<file path="src/rtl/fdrl_pkg.sv">
// Shared types, codes and helpers for the debounced fault latch.
// Used by fault_debounce_recover_latch and its port checker; no dependencies.
package fdrl_pkg;

    localparam int NCHAN    = 3;
    localparam int TMR_W    = 26;
    localparam int MS_W     = 16;
    localparam int CFG_IDX_W = 3;

    // stream payload layout
    localparam int S_TDATA_W = 24;
    localparam int S_TUSER_W = 2;
    localparam int M_TDATA_W = 16;

    typedef enum logic [1:0] {
        ACT_TICK    = 2'd0,
        ACT_CLR_ONE = 2'd1,
        ACT_CLR_ALL = 2'd2
    } action_t;

    typedef enum logic [CFG_IDX_W-1:0] {
        REG_CHAN_EN    = 3'd0,
        REG_OV_TRIP    = 3'd1,
        REG_UV_TRIP    = 3'd2,
        REG_STALL_TRIP = 3'd3,
        REG_OV_CLR     = 3'd4,
        REG_UV_CLR     = 3'd5,
        REG_STALL_CLR  = 3'd6
    } cfg_idx_t;

    localparam logic [NCHAN-1:0] CHAN_EN_RST    = 3'b111;
    localparam logic [MS_W-1:0]  OV_TRIP_RST    = 16'd200;
    localparam logic [MS_W-1:0]  UV_TRIP_RST    = 16'd200;
    localparam logic [MS_W-1:0]  STALL_TRIP_RST = 16'd500;
    localparam logic [MS_W-1:0]  OV_CLR_RST     = 16'd1000;
    localparam logic [MS_W-1:0]  UV_CLR_RST     = 16'd1000;
    localparam logic [MS_W-1:0]  STALL_CLR_RST  = 16'd5000;

    // ms * 1000 as 1024 - 16 - 8; the result stays below 2^26
    function automatic logic [TMR_W-1:0] ms_to_us(input logic [MS_W-1:0] ms);
        logic [TMR_W-1:0] m;
        m = {{(TMR_W-MS_W){1'b0}}, ms};
        return (m << 10) - (m << 4) - (m << 3);
    endfunction

    // add and clamp at the top of the timer range
    function automatic logic [TMR_W-1:0] add_sat(input logic [TMR_W-1:0] a,
                                                 input logic [MS_W-1:0]  b);
        logic [TMR_W:0] s;
        s = {1'b0, a} + {{(TMR_W+1-MS_W){1'b0}}, b};
        return s[TMR_W] ? {TMR_W{1'b1}} : s[TMR_W-1:0];
    endfunction

endpackage

</file>
<file path="src/rtl/fault_debounce_recover_latch.sv">
// A request moves from the input register into the result register once that register is empty or draining.
// Throughput: one request per cycle; the input register refills while the
// result register drains, so only a stalled m_tready holds s_tready low.
// Reset (aresetn low, synchronous) empties both registers, clears latches and
// timers and restores the register defaults.
// Top level of the debounced fault latch; depends on fdrl_pkg.
module fault_debounce_recover_latch (
    input  logic                                aclk,
    input  logic                                aresetn,
    // configuration write port
    input  logic                                cfg_we,
    input  logic [fdrl_pkg::CFG_IDX_W-1:0]      cfg_addr,
    input  logic [fdrl_pkg::MS_W-1:0]           cfg_wdata,
    // request channel
    input  logic                                s_tvalid,
    output logic                                s_tready,
    // s_tdata: cond_bits[2:0] elapsed_us[18:3] channel[20:19]
    input  logic [fdrl_pkg::S_TDATA_W-1:0]      s_tdata,
    input  logic [fdrl_pkg::S_TUSER_W-1:0]      s_tuser,  // action[1:0]
    // result channel
    output logic                                m_tvalid,
    input  logic                                m_tready,
    // m_tdata: fault_bits[2:0] any_fault[3] tripped_bits[6:4] recovered_bits[9:7]
    output logic [fdrl_pkg::M_TDATA_W-1:0]      m_tdata
);

    localparam int N  = fdrl_pkg::NCHAN;
    localparam int TW = fdrl_pkg::TMR_W;

    // configuration
    logic [N-1:0]  chan_en_reg;
    logic [TW-1:0] trip_thr_reg [N];
    logic [TW-1:0] clr_thr_reg  [N];

    // input register
    logic                         in_valid_reg;
    fdrl_pkg::action_t            act_reg;
    logic [N-1:0]                 cond_reg;
    logic [fdrl_pkg::MS_W-1:0]    dt_reg;
    logic [1:0]                   chan_reg;

    // channel state
    logic [N-1:0]  lat_reg, lat_next;
    logic [TW-1:0] trip_tmr_reg [N];
    logic [TW-1:0] trip_tmr_next[N];
    logic [TW-1:0] clr_tmr_reg  [N];
    logic [TW-1:0] clr_tmr_next [N];
    logic [N-1:0]  tripped, recovered;

    // result register
    logic                         out_valid_reg;
    logic [fdrl_pkg::M_TDATA_W-1:0] out_data_reg;

    logic advance;

    assign advance  = in_valid_reg && (!out_valid_reg || m_tready);
    assign s_tready = !in_valid_reg || advance;
    assign m_tvalid = out_valid_reg;
    assign m_tdata  = out_data_reg;

    always_ff @(posedge aclk) begin
        if (!aresetn) begin
            chan_en_reg     <= fdrl_pkg::CHAN_EN_RST;
            trip_thr_reg[0] <= fdrl_pkg::ms_to_us(fdrl_pkg::OV_TRIP_RST);
            trip_thr_reg[1] <= fdrl_pkg::ms_to_us(fdrl_pkg::UV_TRIP_RST);
            trip_thr_reg[2] <= fdrl_pkg::ms_to_us(fdrl_pkg::STALL_TRIP_RST);
            clr_thr_reg[0]  <= fdrl_pkg::ms_to_us(fdrl_pkg::OV_CLR_RST);
            clr_thr_reg[1]  <= fdrl_pkg::ms_to_us(fdrl_pkg::UV_CLR_RST);
            clr_thr_reg[2]  <= fdrl_pkg::ms_to_us(fdrl_pkg::STALL_CLR_RST);
        end else if (cfg_we) begin
            // hold thresholds in microseconds; a zero recovery threshold stays zero
            case (cfg_addr)
                fdrl_pkg::REG_CHAN_EN:    chan_en_reg     <= cfg_wdata[N-1:0];
                fdrl_pkg::REG_OV_TRIP:    trip_thr_reg[0] <= fdrl_pkg::ms_to_us(cfg_wdata);
                fdrl_pkg::REG_UV_TRIP:    trip_thr_reg[1] <= fdrl_pkg::ms_to_us(cfg_wdata);
                fdrl_pkg::REG_STALL_TRIP: trip_thr_reg[2] <= fdrl_pkg::ms_to_us(cfg_wdata);
                fdrl_pkg::REG_OV_CLR:     clr_thr_reg[0]  <= fdrl_pkg::ms_to_us(cfg_wdata);
                fdrl_pkg::REG_UV_CLR:     clr_thr_reg[1]  <= fdrl_pkg::ms_to_us(cfg_wdata);
                fdrl_pkg::REG_STALL_CLR:  clr_thr_reg[2]  <= fdrl_pkg::ms_to_us(cfg_wdata);
                default: ;
            endcase
        end
    end

    always_ff @(posedge aclk) begin
        if (!aresetn) begin
            in_valid_reg <= 1'b0;
        end else if (s_tready) begin
            in_valid_reg <= s_tvalid;
        end
    end

    always_ff @(posedge aclk) begin
        if (s_tvalid && s_tready) begin
            act_reg  <= fdrl_pkg::action_t'(s_tuser[1:0]);
            cond_reg <= s_tdata[2:0];
            dt_reg   <= s_tdata[18:3];
            chan_reg <= s_tdata[20:19];
        end
    end

    always_comb begin
        logic [TW-1:0] sum;
        lat_next  = lat_reg;
        tripped   = '0;
        recovered = '0;
        sum       = '0;
        for (int i = 0; i < N; i++) begin
            trip_tmr_next[i] = trip_tmr_reg[i];
            clr_tmr_next[i]  = clr_tmr_reg[i];
            case (act_reg)
                fdrl_pkg::ACT_TICK: begin
                    if (dt_reg != '0 && chan_en_reg[i]) begin
                        if (cond_reg[i]) begin
                            if (!lat_reg[i]) begin
                                sum = fdrl_pkg::add_sat(trip_tmr_reg[i], dt_reg);
                                if (sum >= trip_thr_reg[i]) begin
                                    lat_next[i]      = 1'b1;
                                    trip_tmr_next[i] = '0;
                                    tripped[i]       = 1'b1;
                                end else begin
                                    trip_tmr_next[i] = sum;
                                end
                            end
                        end else begin
                            trip_tmr_next[i] = '0;
                            if (lat_reg[i] && clr_thr_reg[i] != '0) begin
                                sum = fdrl_pkg::add_sat(clr_tmr_reg[i], dt_reg);
                                if (sum >= clr_thr_reg[i]) begin
                                    lat_next[i]     = 1'b0;
                                    clr_tmr_next[i] = '0;
                                    recovered[i]    = 1'b1;
                                end else begin
                                    clr_tmr_next[i] = sum;
                                end
                            end
                        end
                    end
                end
                fdrl_pkg::ACT_CLR_ONE: begin
                    if (chan_reg == 2'(i)) begin
                        lat_next[i]      = 1'b0;
                        trip_tmr_next[i] = '0;
                        clr_tmr_next[i]  = '0;
                    end
                end
                fdrl_pkg::ACT_CLR_ALL: begin
                    lat_next[i]      = 1'b0;
                    trip_tmr_next[i] = '0;
                    clr_tmr_next[i]  = '0;
                end
                default: ;
            endcase
        end
    end

    always_ff @(posedge aclk) begin
        if (!aresetn) begin
            lat_reg <= '0;
            for (int i = 0; i < N; i++) begin
                trip_tmr_reg[i] <= '0;
                clr_tmr_reg[i]  <= '0;
            end
        end else if (advance) begin
            lat_reg <= lat_next;
            for (int i = 0; i < N; i++) begin
                trip_tmr_reg[i] <= trip_tmr_next[i];
                clr_tmr_reg[i]  <= clr_tmr_next[i];
            end
        end
    end

    always_ff @(posedge aclk) begin
        if (!aresetn) begin
            out_valid_reg <= 1'b0;
        end else if (advance) begin
            out_valid_reg <= 1'b1;
        end else if (m_tready) begin
            out_valid_reg <= 1'b0;
        end
    end

    always_ff @(posedge aclk) begin
        if (advance) begin
            out_data_reg <= {6'b0, recovered, tripped, |lat_next, lat_next};
        end
    end

endmodule

</file>
<file path="config.mk">
export PLATFORM = sky130hd
export DESIGN_NAME = fault_debounce_recover_latch
export DESIGN_NICKNAME = d
export VERILOG_FILES = /design/src/rtl/fdrl_pkg.sv /design/src/rtl/fault_debounce_recover_latch.sv
export SDC_FILE = /design/constraint.sdc
export NUM_CORES = 1
export LEC_CHECK = 0
export BUFFER_PORTS_ARGS = -buffer_cell sky130_fd_sc_hd__buf_2
export CELL_PAD_IN_SITES_DETAIL_PLACEMENT = 2
export CELL_PAD_IN_SITES_GLOBAL_PLACEMENT = 2
export CORE_ASPECT_RATIO = 2
export CORE_MARGIN = 3
export CORE_UTILIZATION = 41
export CTS_CLUSTER_SIZE = 20
export DETAILED_ROUTE_END_ITERATION = 10
export PLACE_DENSITY = 0.77
export SLEW_MARGIN = 20
export SYNTH_ARGS = -nofsm -noshare
export SYNTH_HDL_FRONTEND = slang
export SYNTH_SLANG_ARGS = --single-unit
</file>
<file path="constraint.sdc">
create_clock -name aclk -period 12.61 [get_ports aclk]
set_input_delay 1.261 -clock aclk [delete_from_list [all_inputs] [get_ports aclk]]
set_output_delay 1.261 -clock aclk [all_outputs]
set_load 0.005 [all_outputs]
</file>
Word level (Yosys, flattened, before mapping)
Memory sizes are Yosys's and may differ from the RTL's.
Index checks and enable logic that the tools add are counted.
- $add $sub $neg: 8
- magnitude comparators: 6
- equal/unequal tests: 10
- mux-type cells: 111
- bitwise logic cells: 22
- reductions and logical operators: 28
- operators with widths (operator ; number):
    $mux 26 ; 48
    $pmux 26 s3 ; 6
    $add 26x16->27 ; 6
    $ge 26x26->1 ; 6
    $reduce_bool 26->1 ; 3
    $mux 1 ; 54
    $sub 26x19->26 ; 1
    $sub 26x20->26 ; 1
    $reduce_or 4->1 ; 6
    $reduce_bool 16->1 ; 1
    $or 1x1->1 ; 12
    $not 1->1 ; 10
    $eq 3x3->1 const B ; 3
    $pmux 1 s3 ; 3
    $logic_and 1x1->1 ; 8
    $eq 3x2->1 const B ; 2
    $eq 2x1->1 const B ; 2
    $eq 2x2->1 const B ; 2
    $logic_not 2->1 ; 2
    $eq 3x1->1 const B ; 1
    $logic_not 3->1 ; 1
    $reduce_or 3->1 ; 1
    $logic_not 1->1 ; 2
    $logic_or 1x1->1 ; 2
    2 further kinds ; 2
- flip-flop bits (word level): 41
- bits in writable memories: 312
- input port bits: 50
- output and inout port bits: 18
- logic and storage cells: 204
- memories: 4
- memories (name ; depth ; bits a word ; read ports ; clocked after memory_dff ; write ports ; line ; source):
    clr_thr_reg ; 3 ; 26 ; 3 ; 0 ; 3 ; fault_debounce_recover_latch.sv:33 ; logic [TW-1:0] clr_thr_reg [N];
    clr_tmr_reg ; 3 ; 26 ; 3 ; 0 ; 3 ; fault_debounce_recover_latch.sv:46 ; logic [TW-1:0] clr_tmr_reg [N];
    trip_thr_reg ; 3 ; 26 ; 3 ; 0 ; 3 ; fault_debounce_recover_latch.sv:32 ; logic [TW-1:0] trip_thr_reg [N];
    trip_tmr_reg ; 3 ; 26 ; 3 ; 0 ; 3 ; fault_debounce_recover_latch.sv:44 ; logic [TW-1:0] trip_tmr_reg [N];

Longest topological paths before layout
Gate-level depths: netlist of run 1.
An unclocked memory read counts as a cell.
- depth after elaboration: 10
- mapped depth: 21
- gate-level depth less buffers: 20

Least setup slack after synthesis of run 1
No wires, ideal clock.
- kind: flip-flop to flip-flop
- start point: register dt_reg[1] (netlist bit)
- end point: register out_data_reg, in the netlist m_tdata[3], data pin
- setup time: 0.265 ns
- arrival time: 4.605 ns
- data required time: 12.345 ns
- slack: 7.739 ns
- cell stages (with the launch flop): 18
- buffers on the path: 0
- period minus slack after synthesis: 4.871 ns
- path through: edfxtp_1 > ha_1 > a211oi_1 > o211ai_1 > a221o_1 > a21boi_1 > o2bb2ai_1 > nand2_1 > mux2_2 > ha_1 > a21o_2 > a211o_1 > a221o_1 > a211oi_4 > or2_1 > nor2_1 > o22a_1 > or3_1
- longest elaborated chain between the ends: 9
- elaborated cells on any way between the ends: 44
- classes of those cells: add/sub (6); order compare (6); mux (27); reduce/logical (5)
- ends and longest elaborated chain (item ; line ; source):
    from (decl) ; fault_debounce_recover_latch.sv:39 ; logic [fdrl_pkg::MS_W-1:0] dt_reg;
    from (signal assigned) ; fault_debounce_recover_latch.sv:97 ; dt_reg <= s_tdata[18:3];
    $add 26x16->27 ; fdrl_pkg.sv:50 ; s = {1'b0, a} + {{(TMR_W+1-MS_W){1'b0}}, b};
    $mux 26 ; fdrl_pkg.sv:51 ; return s[TMR_W] ? {TMR_W{1'b1}} : s[TMR_W-1:0];
    $ge 26x26->1 (on tied branches) ; fault_debounce_recover_latch.sv:129, fault_debounce_recover_latch.sv:117 ;
    $mux 1 (on tied branches) ; fault_debounce_recover_latch.sv:129, fault_debounce_recover_latch.sv:117 ;
    $mux 1 (on tied branches) ; fault_debounce_recover_latch.sv:127, fault_debounce_recover_latch.sv:115 ;
    $mux 1 ; fault_debounce_recover_latch.sv:114 ; if (cond_reg[i]) begin
    $mux 1 * ; fault_debounce_recover_latch.sv:113 ; if (dt_reg != '0 && chan_en_reg[i]) begin
    $pmux 1 s3 * ; fault_debounce_recover_latch.sv:111 ; case (act_reg)
    named net lat_next[0] ; fault_debounce_recover_latch.sv:43 ; logic [N-1:0] lat_reg, lat_next;
    $reduce_or 3->1 * ; fault_debounce_recover_latch.sv:185 ; out_data_reg <= {6'b0, recovered, tripped, |lat_next, lat_next};
    to (signal assigned) ; fault_debounce_recover_latch.sv:185 ;
    to (decl) ; fault_debounce_recover_latch.sv:52 ; logic [fdrl_pkg::M_TDATA_W-1:0] out_data_reg;
The timed path passes the listed nets; every way through them passes the cells marked *.
A chain may end at the register's enable or synchronous reset.

==> impl_metrics.yaml, run 1 <==
outcome:
  outcome: "complete, no violations"
synth:
  synth-seq-area-share: 0.432
  synth_top_area_cell: "edfxtp_1"
  synth_cell_types: 93
  synthCells: 2285
  ys_ff_latch: 335
  synth_edf_count: 327
  synth_area_leaders: "edfxtp_1 (42%), ha_1 (14%), a21oi_1 (4.6%), inv_1 (3.3%), nand2_1 (3.2%)"
  synth-async-reset-ratio: 0
  yosysWarnings: 0
  synth_area_sq_mm: 0.0231
  synth_top_flop_cell: "edfxtp_1"
  synth_top_area_share: 0.425
  syn_avg_cell_area_sq_um: 10.1
sta:
  finalHoldViolCount: 0
  fin_crit_ns: 6.89
  finalCritPeriodShare: 0.546
  setup_viol: 0
  fin_ws_ns: 5.72
  worst_pin_slew_ns: 1.09
  slew_headroom: 0.269
  rsz0062_at_grt: "false"
  fin_setup_tns_ns: 0
  maxSlewViolCount: 0
  skew_ns: 0.0193
  fmaxAchievable_mhz: 145
clock_tree:
  clk_path_buf_depth: 3
  numCtsBuffers: 36
  clock_latency_ns: 0.56
  post_cts_buffers: 0
  cts_resized: 0
  cts_tree: "done"
  cts-root-buf: "clkbuf_16"
  htree_levels: 2
  path_clk_slew_ns: 0.07
  cts_sinks: 335
  ctsHoldBuffers: 0
placement:
  io_buffers: 58
  gp_congestion: 0.898
  place_ws_ns: 5.78
  dp_cells: 3065
  dp_hpwl_mm: 67.6
power:
  total_power_w: 0.00347
  p_sw_w: 0.00115
  power_frac_seq: 0.397
  internal_power_w: 0.00232
  swShare: 0.331
  peakVddDrop_mv: 0.121
  p_per_area_mw_per_mm2: 135
  leakage_nw: 10.8
  pwr-share-clk: 0.336
  p_comb_frac: 0.267
routing:
  drtAntennaViolNets: 0
  drt_iter0_markers: 769
  wl_per_cell_microns: 27.3
  num_vias: 18691
  vias_per_cell: 5.98
  drc_errors: 0
  wl_mm: 85.2
  drtPass1Iterations: 5
grt:
  grt-ovfl-total: 0
  grt_max_degree: 43
  grt_pass1_vias: 21608
  grt_use_total: 0.285
  grt_pass1_wl_mm: 129
  antenna_found_initial: 0
job:
  maxCapViolations: 0
critical_path:
  crit_chain: "ha_1 -> fa_1 -> a211oi_1 -> o21bai_1 -> a2111oi_2 -> o31ai_2 -> a21boi_2 -> or2_2 -> and2_2 -> a31oi_1 -> ha_1 -> a21o_1 -> a211oi_1 -> and3b_1 -> nand2_1 -> nand2_1 -> nand3_1 -> buf_4 -> a311oi_1"
  crit_slowest_cell: "or2_2"
  cpPeakStageDelay_ns: 0.71
  r2r-start: "dt_reg[0]$_DFFE_PP_"
  rr_worst_depth: 19
  cp.required_ns: 12.97
  crit_arrival_ns: 7.25
  crit_type: "flip-flop to flip-flop"
  cp-end-kind: "flip-flop"
  cp_top_family: "compound AO/OA/AOI/OAI gates"
  crit_buf_inv: 1
  regToRegEndpoint: "trip_tmr_reg[0][51]$_SDFFCE_PP0P_"
  crit_fanout: 42
  r2r_setup_slack_ns: 5.72
  start_kind: "flip-flop"
finish:
  final-seq-area_sq_mm: 0.00998
  final_cell_mix: "edfxtp_1 (327), ha_1 (267), a21oi_1 (206), inv_1 (205), nand2_1 (200)"
  multi_input_comb_area_sq_mm: 0.0122
  nets: 2691
  area_growth_pct: 10.8
  layout_commonest_cell: "edfxtp_1"
  finalNonFillerCells: 3127
  num_antenna_cells: 0
  drive_gt1_frac: 0.0948
  fillers: 5966
hold_path:
  hp-class: "flip-flop to flip-flop"
  min_to: "m_tvalid$_SDFFE_PN0P_"
  hold_depth: 1
  hp-start: "in_valid_reg$_SDFFE_PN0N_"
floorplanning:
  die_area_sq_mm: 0.0594
  row_count: 122
  die_h_microns: 342
  io_pins: 68
  die-width_microns: 174
  start_util: 0.416
  coreArea_sq_mm: 0.0556
==> area by class of cell <==
cell class | count | area share
inverters | 206 | 0.0302
clock inverters | 19 | 0.0102
well taps | 744 | 0.0363
multi-input cells | 1697 | 0.477
flip-flops and latches | 335 | 0.390
repair buffers | 83 | 0.0187
clock buffers | 43 | 0.0378
==> synthesized netlist by cell type (all sizes together) (5+ instances only) <==
| master | number |
|---|---|
| nand2 | 200 |
| nor2b | 59 |
| a311oi | 11 |
| xor2 | 55 |
| fa | 15 |
| o221ai | 5 |
| nand2b | 26 |
| a31o | 5 |
| nand4 | 32 |
| nor2 | 140 |
| nor4 | 25 |
| and3 | 32 |
| nor3b | 6 |
| a21oi | 214 |
| a41oi | 5 |
| a211o | 6 |
| buf | 25 |
| o21bai | 19 |
| or3 | 8 |
| inv | 205 |
| or2 | 22 |
| a2111oi | 9 |
| dfxtp | 8 |
| o21ai | 118 |
| edfxtp | 327 |
| a31oi | 29 |
| o211ai | 21 |
| clkbuf | 27 |
| and2 | 20 |
| mux2 | 12 |
| and4 | 24 |
| xnor2 | 52 |
| o31ai | 9 |
| a21boi | 6 |
| nand3 | 45 |
| nor3 | 31 |
| a21o | 47 |
| o21a | 23 |
| ha | 267 |
| a211oi | 33 |
==> how the worst max path moves through the flow <==
stage / start / to / slack (ns) / depth (start not counted)
2_1_floorplan: dt_reg[1]$_DFFE_PP_ / m_tdata[3]$_DFFE_PP_ / 7.74 / 17
3_3_place_gp: dt_reg[0]$_DFFE_PP_ / trip_tmr_reg[0][69]$_SDFFCE_PP0P_ / 5.71 / 17
3_5_place_dp: dt_reg[0]$_DFFE_PP_ / trip_tmr_reg[0][67]$_SDFFCE_PP0P_ / 5.78 / 17
4_1_cts: dt_reg[0]$_DFFE_PP_ / trip_tmr_reg[0][67]$_SDFFCE_PP0P_ / 5.69 / 17
5_1_grt: dt_reg[0]$_DFFE_PP_ / trip_tmr_reg[0][51]$_SDFFCE_PP0P_ / 5.31 / 19
6_report: dt_reg[0]$_DFFE_PP_ / trip_tmr_reg[0][51]$_SDFFCE_PP0P_ / 5.72 / 19
==> per-layer routing <==
metal  wire [microns]  vias to the layer above  GRT usage  part of all wire
met5                0                        -          0                 0
met4             7590                        0      0.208             0.089
met3             2400                      282     0.0334             0.028
met2            47800                      389      0.567              0.56
met1            27400                     9445      0.259              0.32
li1                 -                     8575          -                 -
==> through the flow <==
stage               hold WS [ns]  utilization  instance area, sq um
floorplan                  0.470            -                 23100
global placement           0.489        0.438                 24300
detailed placement         0.520        0.438                 24400
CTS                        0.538        0.460                 25600
global route               0.592        0.461                 25600
finish                     0.545        0.461                 25600
==> cell families after synthesis <==
kind of cell / synth area share
buffers and inverters: 0.0447
AOI/OAI and AO/OA: 0.170
xor gates and xnor gates: 0.0405
muxes: 0.00671
and+or+nand+nor: 0.149
DFF: 0.432
other: 0.000162
adders and majority gates: 0.158
==> power by group through the flow <==
stage	Sequential, W	Clock [W]	Combinational (W)
after floorplan	0.00137	0	0.000591
after global placement	0.00139	0	0.000837
after detailed placement	0.00140	0	0.000909
after CTS	0.00138	0.00118	0.000925
after global routing	0.00138	0.00121	0.00102
final	0.00138	0.00117	0.000924
(Power assumes the default switching activity.)
==> run 2, diff against run 1 <==
--- a/config.mk
+++ b/config.mk
@@ -5,15 +5,16 @@
 export SDC_FILE = /design/constraint.sdc
 export NUM_CORES = 1
 export LEC_CHECK = 0
+export ABC_AREA = 1
 export BUFFER_PORTS_ARGS = -buffer_cell sky130_fd_sc_hd__buf_2
 export CELL_PAD_IN_SITES_DETAIL_PLACEMENT = 2
 export CELL_PAD_IN_SITES_GLOBAL_PLACEMENT = 2
 export CORE_ASPECT_RATIO = 2
 export CORE_MARGIN = 3
-export CORE_UTILIZATION = 41
+export CORE_UTILIZATION = 36
 export CTS_CLUSTER_SIZE = 20
 export DETAILED_ROUTE_END_ITERATION = 10
-export PLACE_DENSITY = 0.77
+export PLACE_DENSITY = 0.76
 export SLEW_MARGIN = 20
 export SYNTH_ARGS = -nofsm -noshare
 export SYNTH_HDL_FRONTEND = slang
==> constraint.sdc (replaced) <==
create_clock -name aclk -period 5.8 [get_ports aclk]
set_input_delay 0.58 -clock aclk [delete_from_list [all_inputs] [get_ports aclk]]
set_output_delay 0.58 -clock aclk [all_outputs]
set_load 0.005 [all_outputs]
==> run 2 against run 1 <==
Sequential cell count unchanged. Synthesized cell count increased by 26%. Clock power increased by 120%.
==> impl_metrics.yaml, run 2 <==
hold_path:
  hp-class: "input pin to flip-flop"
  hp-start: "s_tdata[18]"
clock_tree:
  cts_tree: "done"
  cts_sinks: 335
  clock_latency_ns: 0.58
  cts_resized: 0
  post_cts_buffers: 0
  numCtsBuffers: 38
  cts-root-buf: "clkbuf_16"
  htree_levels: 2
  clk_path_buf_depth: 3
  path_clk_slew_ns: 0.06
  ctsHoldBuffers: 0
finish:
  area_growth_pct: 11.9
  final_cell_mix: "nand2_1 (651), inv_1 (471), edfxtp_1 (327), ha_1 (267), a21oi_1 (258)"
  layout_commonest_cell: "nand2_1"
  nets: 3325
  num_antenna_cells: 0
  fin_util: 0.408
  drive_gt1_frac: 0.0857
floorplanning:
  io_pins: 68
  die_area_sq_mm: 0.0709
  row_count: 134
  die-width_microns: 190
  coreArea_sq_mm: 0.0667
  start_util: 0.364
  die_h_microns: 373
power:
  internal_power_w: 0.00511
  peakVddDrop_mv: 0.207
  swShare: 0.352
  p_per_area_mw_per_mm2: 290
  p_sw_w: 0.00277
  power_frac_seq: 0.382
  p_comb_frac: 0.284
  leakage_nw: 13.0
  pwr-share-clk: 0.334
sta:
  worst_pin_slew_ns: 1.11
  slew_headroom: 0.261
  setup_viol: 0
  fin_setup_tns_ns: 0
  skew_ns: 0.0190
  finalCritPeriodShare: 0.916
  fin_crit_ns: 5.31
  fmaxAchievable_mhz: 188
  maxSlewViolCount: 0
  rsz0062_at_grt: "false"
  finalHoldViolCount: 0
routing:
  wl_mm: 93.7
  drc_errors: 0
  drtAntennaViolNets: 0
  vias_per_cell: 5.38
  num_vias: 21010
  drt_iter0_markers: 813
  drtPass1Iterations: 7
  wl_per_cell_microns: 24.0
placement:
  gp_congestion: 0.932
  dp_hpwl_mm: 76.1
  io_buffers: 58
synth:
  synth_cell_types: 66
  synth_top_area_cell: "edfxtp_1"
  synth_area_leaders: "edfxtp_1 (40%), ha_1 (14%), nand2_1 (10%), inv_1 (7.3%), a21oi_1 (5.4%)"
  synthMostInstantiatedCell: "nand2_1"
  yosysWarnings: 0
  ys_ff_latch: 335
  synth-seq-area-share: 0.411
  yosys-top-cells-count: "nand2_1 (652), inv_1 (471), edfxtp_1 (327)"
  synth_top_flop_cell: "edfxtp_1"
  syn_avg_cell_area_sq_um: 8.44
  synth_edf_count: 327
  synthCells: 2881
  synth_top_area_share: 0.404
  synth_area_sq_mm: 0.0243
  synth-async-reset-ratio: 0
grt:
  antenna_found_initial: 2
  met1_usage: 0.252
  grt_use_total: 0.265
  grt_pass1_vias: 24494
  use_met3: 0.0283
  top_usage_layer: "met2"
  grt-ovfl-total: 0
  grt_max_degree: 30
  use_met2: 0.526
  grt_pass1_wl_mm: 143
outcome:
  outcome: "complete, no violations"
critical_path:
  cp_top_family: "simple AND/OR/NAND/NOR gates"
  r2r_setup_slack_ns: 0.49
  r2r-start: "dt_reg[5]$_DFFE_PP_"
  cp-startpoint: "dt_reg[5]$_DFFE_PP_"
  crit_fanout: 25
  cp.required_ns: 6.23
  cp-end-kind: "flip-flop"
  crit_buf_inv: 7
  endpoint: "clr_tmr_reg[0][71]$_SDFFCE_PP0P_"
  crit_top_cell: "nand2_1"
  cpPeakStageDelay_ns: 0.91
  crit_type: "flip-flop to flip-flop"
  worstSetupPathDepth: 27
  rr_worst_depth: 27
  start_kind: "flip-flop"
  crit_arrival_ns: 5.74
  crit_slowest_cell: "edfxtp_1"
  regToRegEndpoint: "clr_tmr_reg[0][71]$_SDFFCE_PP0P_"
job:
  maxCapViolations: 0
==> run 2: cell count changes after synthesis, sizes merged, moves of 31 or more <==
cell and delta:
nand2 +461, inv +277, nor2 +102, nand3 +73, a21oi +63, nor2b -59
a211oi -32, nand4 +31
==> run 2: how the worst min path moves through the flow <==
stage	endpoint	depth (start not counted)
after floorplan	chan_en_reg[0]$_SDFFE_PN1P_	2
final	dt_reg[15]$_DFFE_PP_	1
after global routing	cond_reg[2]$_DFFE_PP_	1
after detailed placement	chan_en_reg[2]$_SDFFE_PN1P_	2
after CTS	act_reg[1]$_DFFE_PP_	1
after global placement	chan_en_reg[0]$_SDFFE_PN1P_	2
==> run 2: worst reg2reg max path, delay by kind of cell, from the launching register on <==
family	cells	cell delay [ns]
AND/OR/NAND/NOR	14	1.43
buffers and inverters	7	1.28
flip-flops	1	0.91
adder cells (fa/ha/maj)	2	0.63
AO/OA/AOI/OAI	4	0.91
==> run 2: layout make-up <==
class	count	area [sq um]
clock inverters	19	220
flip-flops and latches	335	9980
multi-input cells	2026	12300
clock buffers	50	1080
repair buffers	109	686
well taps	884	1110
inverters	483	1820
fillers	7631	39500
==> run 2: kinds of logic after synthesis <==
kind of cell / Yosys count / synth area share
AND/OR/NAND/NOR: 1163 / 0.206
adder cells (fa/ha/maj): 282 / 0.150
AO/OA/AOI/OAI: 472 / 0.111
XOR/XNOR: 103 / 0.0371
buffers and inverters: 525 / 0.0849
other: 1 / 0.000154
flip-flops: 335 / 0.411
==> run 2: layer usage <==
metal	part of all wire	vias up
met5	0.00012	-
met4	0.077	2
met3	0.024	245
met2	0.56	367
met1	0.34	10550
li1	-	9846
==> run 2: through the flow <==
stage | instance area [sq um] | instances | setup WS [ns] | power, W | hold WS, ns
6_report | 27200 | 3906 | 0.486 | 0.00788 | 0.172
5_1_grt | 27200 | 3906 | 0.177 | 0.00828 | 0.154
4_1_cts | 27200 | 3906 | 0.428 | 0.00794 | 0.147
3_5_place_dp | 25900 | 3837 | 0.483 | 0.00528 | 0.491
3_3_place_gp | 25900 | 3837 | 0.677 | 0.00510 | 0.461
2_1_floorplan | 24300 | 2886 | 1.90 | 0.00445 | 0.446
==> run 2: power by group through the flow <==
| stage | sequential (W) | clock (W) | combinational (W) |
|---|---|---|---|
| finish | 0.00301 | 0.00263 | 0.00224 |
| detailed placement | 0.00306 | 0 | 0.00222 |
| global placement | 0.00304 | 0 | 0.00206 |
| global route | 0.00302 | 0.00274 | 0.00251 |
| CTS | 0.00301 | 0.00268 | 0.00225 |
| floorplan | 0.00300 | 0 | 0.00146 |
==> run 3, diff against run 2 <==
--- a/config.mk
+++ b/config.mk
@@ -5,16 +5,15 @@
 export SDC_FILE = /design/constraint.sdc
 export NUM_CORES = 1
 export LEC_CHECK = 0
-export ABC_AREA = 1
 export BUFFER_PORTS_ARGS = -buffer_cell sky130_fd_sc_hd__buf_2
 export CELL_PAD_IN_SITES_DETAIL_PLACEMENT = 2
 export CELL_PAD_IN_SITES_GLOBAL_PLACEMENT = 2
 export CORE_ASPECT_RATIO = 2
 export CORE_MARGIN = 3
-export CORE_UTILIZATION = 36
+export CORE_UTILIZATION = 41
 export CTS_CLUSTER_SIZE = 20
 export DETAILED_ROUTE_END_ITERATION = 10
-export PLACE_DENSITY = 0.76
+export PLACE_DENSITY = 0.77
 export SLEW_MARGIN = 20
 export SYNTH_ARGS = -nofsm -noshare
 export SYNTH_HDL_FRONTEND = slang
==> constraint.sdc (replaced) <==
create_clock -name aclk -period 6.05 [get_ports aclk]
set_input_delay 0.605 -clock aclk [delete_from_list [all_inputs] [get_ports aclk]]
set_output_delay 0.605 -clock aclk [all_outputs]
set_load 0.005 [all_outputs]
==> run 3 against run 2 <==
Hold slack improved by 0.053 ns. Power decreased by 9.4%. Largest power group unchanged. Combinational power decreased by 12%. Wire length decreased by 7.4%. Largest cell class unchanged. Final cell count decreased by 18%. First-iteration DRC count increased by 10%. Highest routed layer unchanged. Register-to-register slack got worse by 0.33 ns. Die area decreased by 16%.
==> impl_metrics.yaml, run 3 (synthesized netlist as in run 1, its figures left out) <==
outcome:
  outcome: "complete, no violations"
clock_tree:
  htree_levels: 2
  clk_path_buf_depth: 3
  cts_sinks: 335
  cts_tree: "done"
  numCtsBuffers: 35
  cts-root-buf: "clkbuf_16"
  path_clk_slew_ns: 0.07
  clock_latency_ns: 0.56
floorplanning:
  coreArea_sq_mm: 0.0556
  die-width_microns: 174
  row_count: 122
  io_pins: 68
  start_util: 0.416
  die_area_sq_mm: 0.0594
  die_h_microns: 342
critical_path:
  cpPeakStageDelay_ns: 0.45
  crit_type: "flip-flop to flip-flop"
  rr_worst_depth: 19
  worstSetupPathDepth: 19
  cp_top_family: "compound AO/OA/AOI/OAI gates"
  crit_slowest_cell: "edfxtp_1"
  crit_fanout: 12
  cp-end-kind: "flip-flop"
  start_kind: "flip-flop"
  cp.required_ns: 6.34
  crit_chain: "ha_1 -> fa_1 -> a211oi_1 -> o21ai_1 -> a41oi_2 -> o31ai_2 -> nand4_1 -> buf_4 -> buf_4 -> nand2_1 -> ha_1 -> inv_1 -> a221oi_1 -> o221ai_1 -> a211o_1 -> a31oi_1 -> o311ai_0 -> o22a_1 -> or3_1"
  crit_buf_inv: 3
  crit_arrival_ns: 6.18
routing:
  drt_iter0_markers: 897
  num_vias: 18874
  drc_errors: 0
  wl_per_cell_microns: 27.2
  drtAntennaViolNets: 0
  wl_mm: 86.7
  vias_per_cell: 5.93
  drtPass1Iterations: 5
placement:
  place_ws_ns: 0.142
  place_area_sq_mm: 0.0248
  io_buffers: 58
  dp_hpwl_mm: 69.2
  gp_congestion: 0.907
grt:
  grt_max_degree: 27
  grt_use_total: 0.291
  grt_pass1_wl_mm: 131
  grt_pass1_vias: 21659
  grt-ovfl-total: 0
  antenna_found_initial: 2
power:
  p_per_area_mw_per_mm2: 274
  leakage_nw: 11.1
  peakVddDrop_mv: 0.159
sta:
  maxSlewViolCount: 0
  worst_pin_slew_ns: 1.04
  fmaxAchievable_mhz: 170
  slew_headroom: 0.300
  finalHoldViolCount: 0
  setup_viol: 0
  whs_ns: 0.225
  finalCritPeriodShare: 0.974
  fin_ws_ns: 0.155
  fin_crit_ns: 5.90
  skew_ns: 0.0226
hold_path:
  hp-class: "input pin to flip-flop"
  hold_depth: 1
job:
  maxCapViolations: 0
finish:
  area_growth_pct: 12.7
  nets: 2746
  fillers: 5909
  design_area_sq_mm: 0.0261
  final_cell_mix: "edfxtp_1 (327), ha_1 (267), a21oi_1 (206), inv_1 (205), nand2_1 (200)"
  drive_gt1_frac: 0.115
  layout_commonest_cell: "edfxtp_1"
==> run 3: changes by cell type in the layout (fill, tap and decap cells not counted), moves of 27 or more <==
cell / before / now
a211oi_1: 1 / 29
a21o_1: 19 / 46
a21oi_1: 258 / 206
and3_1: 2 / 32
inv_1: 471 / 205
nand2_1: 651 / 200
nand3_1: 110 / 45
nand4_1: 62 / 32
nor2_1: 235 / 138
nor2b_1: 0 / 59
==> run 3: layout make-up <==
type                    instances  area, sq um  share of cell area
diodes                          1         2.50           0.0000960
clock buffers                  42          945              0.0362
clock inverters                20          224             0.00859
inverters                     206          773              0.0297
multi-input cells            1697        12200               0.470
flip-flops and latches        335         9980               0.383
well taps                     744          931              0.0357
repair buffers                139          961              0.0369
==> run 3: path summary, 6_finish.rpt <==
kind / start / endpoint / slack, ns
setup / recovery: dt_reg[0]$_DFFE_PP_ / m_tdata[3]$_DFFE_PP_ / 0.15
setup reg to reg: dt_reg[0]$_DFFE_PP_ / m_tdata[3]$_DFFE_PP_ / 0.15
hold / removal: s_tdata[6] / dt_reg[3]$_DFFE_PP_ / 0.23
hold reg to reg: in_valid_reg$_SDFFE_PN0N_ / m_tvalid$_SDFFE_PN0P_ / 0.54
==> run 3: routing by layer <==
layer	wire [microns]	global-route usage
met1	26900	0.257
met2	50100	0.590
met3	2120	0.0295
met4	7560	0.207
met5	9	0
==> run 3: worst register-to-register path, stage by stage (launching register included) <==
cell and delay [ns]:
edfxtp_1 0.45, ha_1 0.27, fa_1 0.44, a211oi_1 0.44
o21ai_1 0.23, a41oi_2 0.33, o31ai_2 0.20, nand4_1 0.20
buf_4 0.26, buf_4 0.22, nand2_1 0.07, ha_1 0.30
inv_1 0.04, a221oi_1 0.25, o221ai_1 0.19, a211o_1 0.45
a31oi_1 0.38, o311ai_0 0.27, o22a_1 0.28, or3_1 0.36
==> run 3: what timing repair did <==
| action | CTS | global route |
|---|---|---|
| endpoints found under the setup margin | 0 | 56 |
| hold endpoints to repair | 0 | 0 |
| hold buffers | 0 | 0 |
| gates resized for setup | 0 | 8 |
| buffers inserted | 0 | 6 |
==> run 3: report_power, final <==
part	switching [W]	leakage (nW)	internal, W
Combinational	0.00125	7.12	0.000717
Clock	0.000981	0.574	0.00133
Sequential	0.000123	3.36	0.00274
==> run 3: per-stage QoR <==
step	instances	power [W]	utilization	setup TNS, ns
global route	3183	0.00747	0.469	-0.363
detailed placement	3115	0.00483	0.446	0
floorplan	2290	0.00410	-	0
finish	3184	0.00714	0.469	0
global placement	3115	0.00468	0.446	0
CTS	3177	0.00718	0.467	0
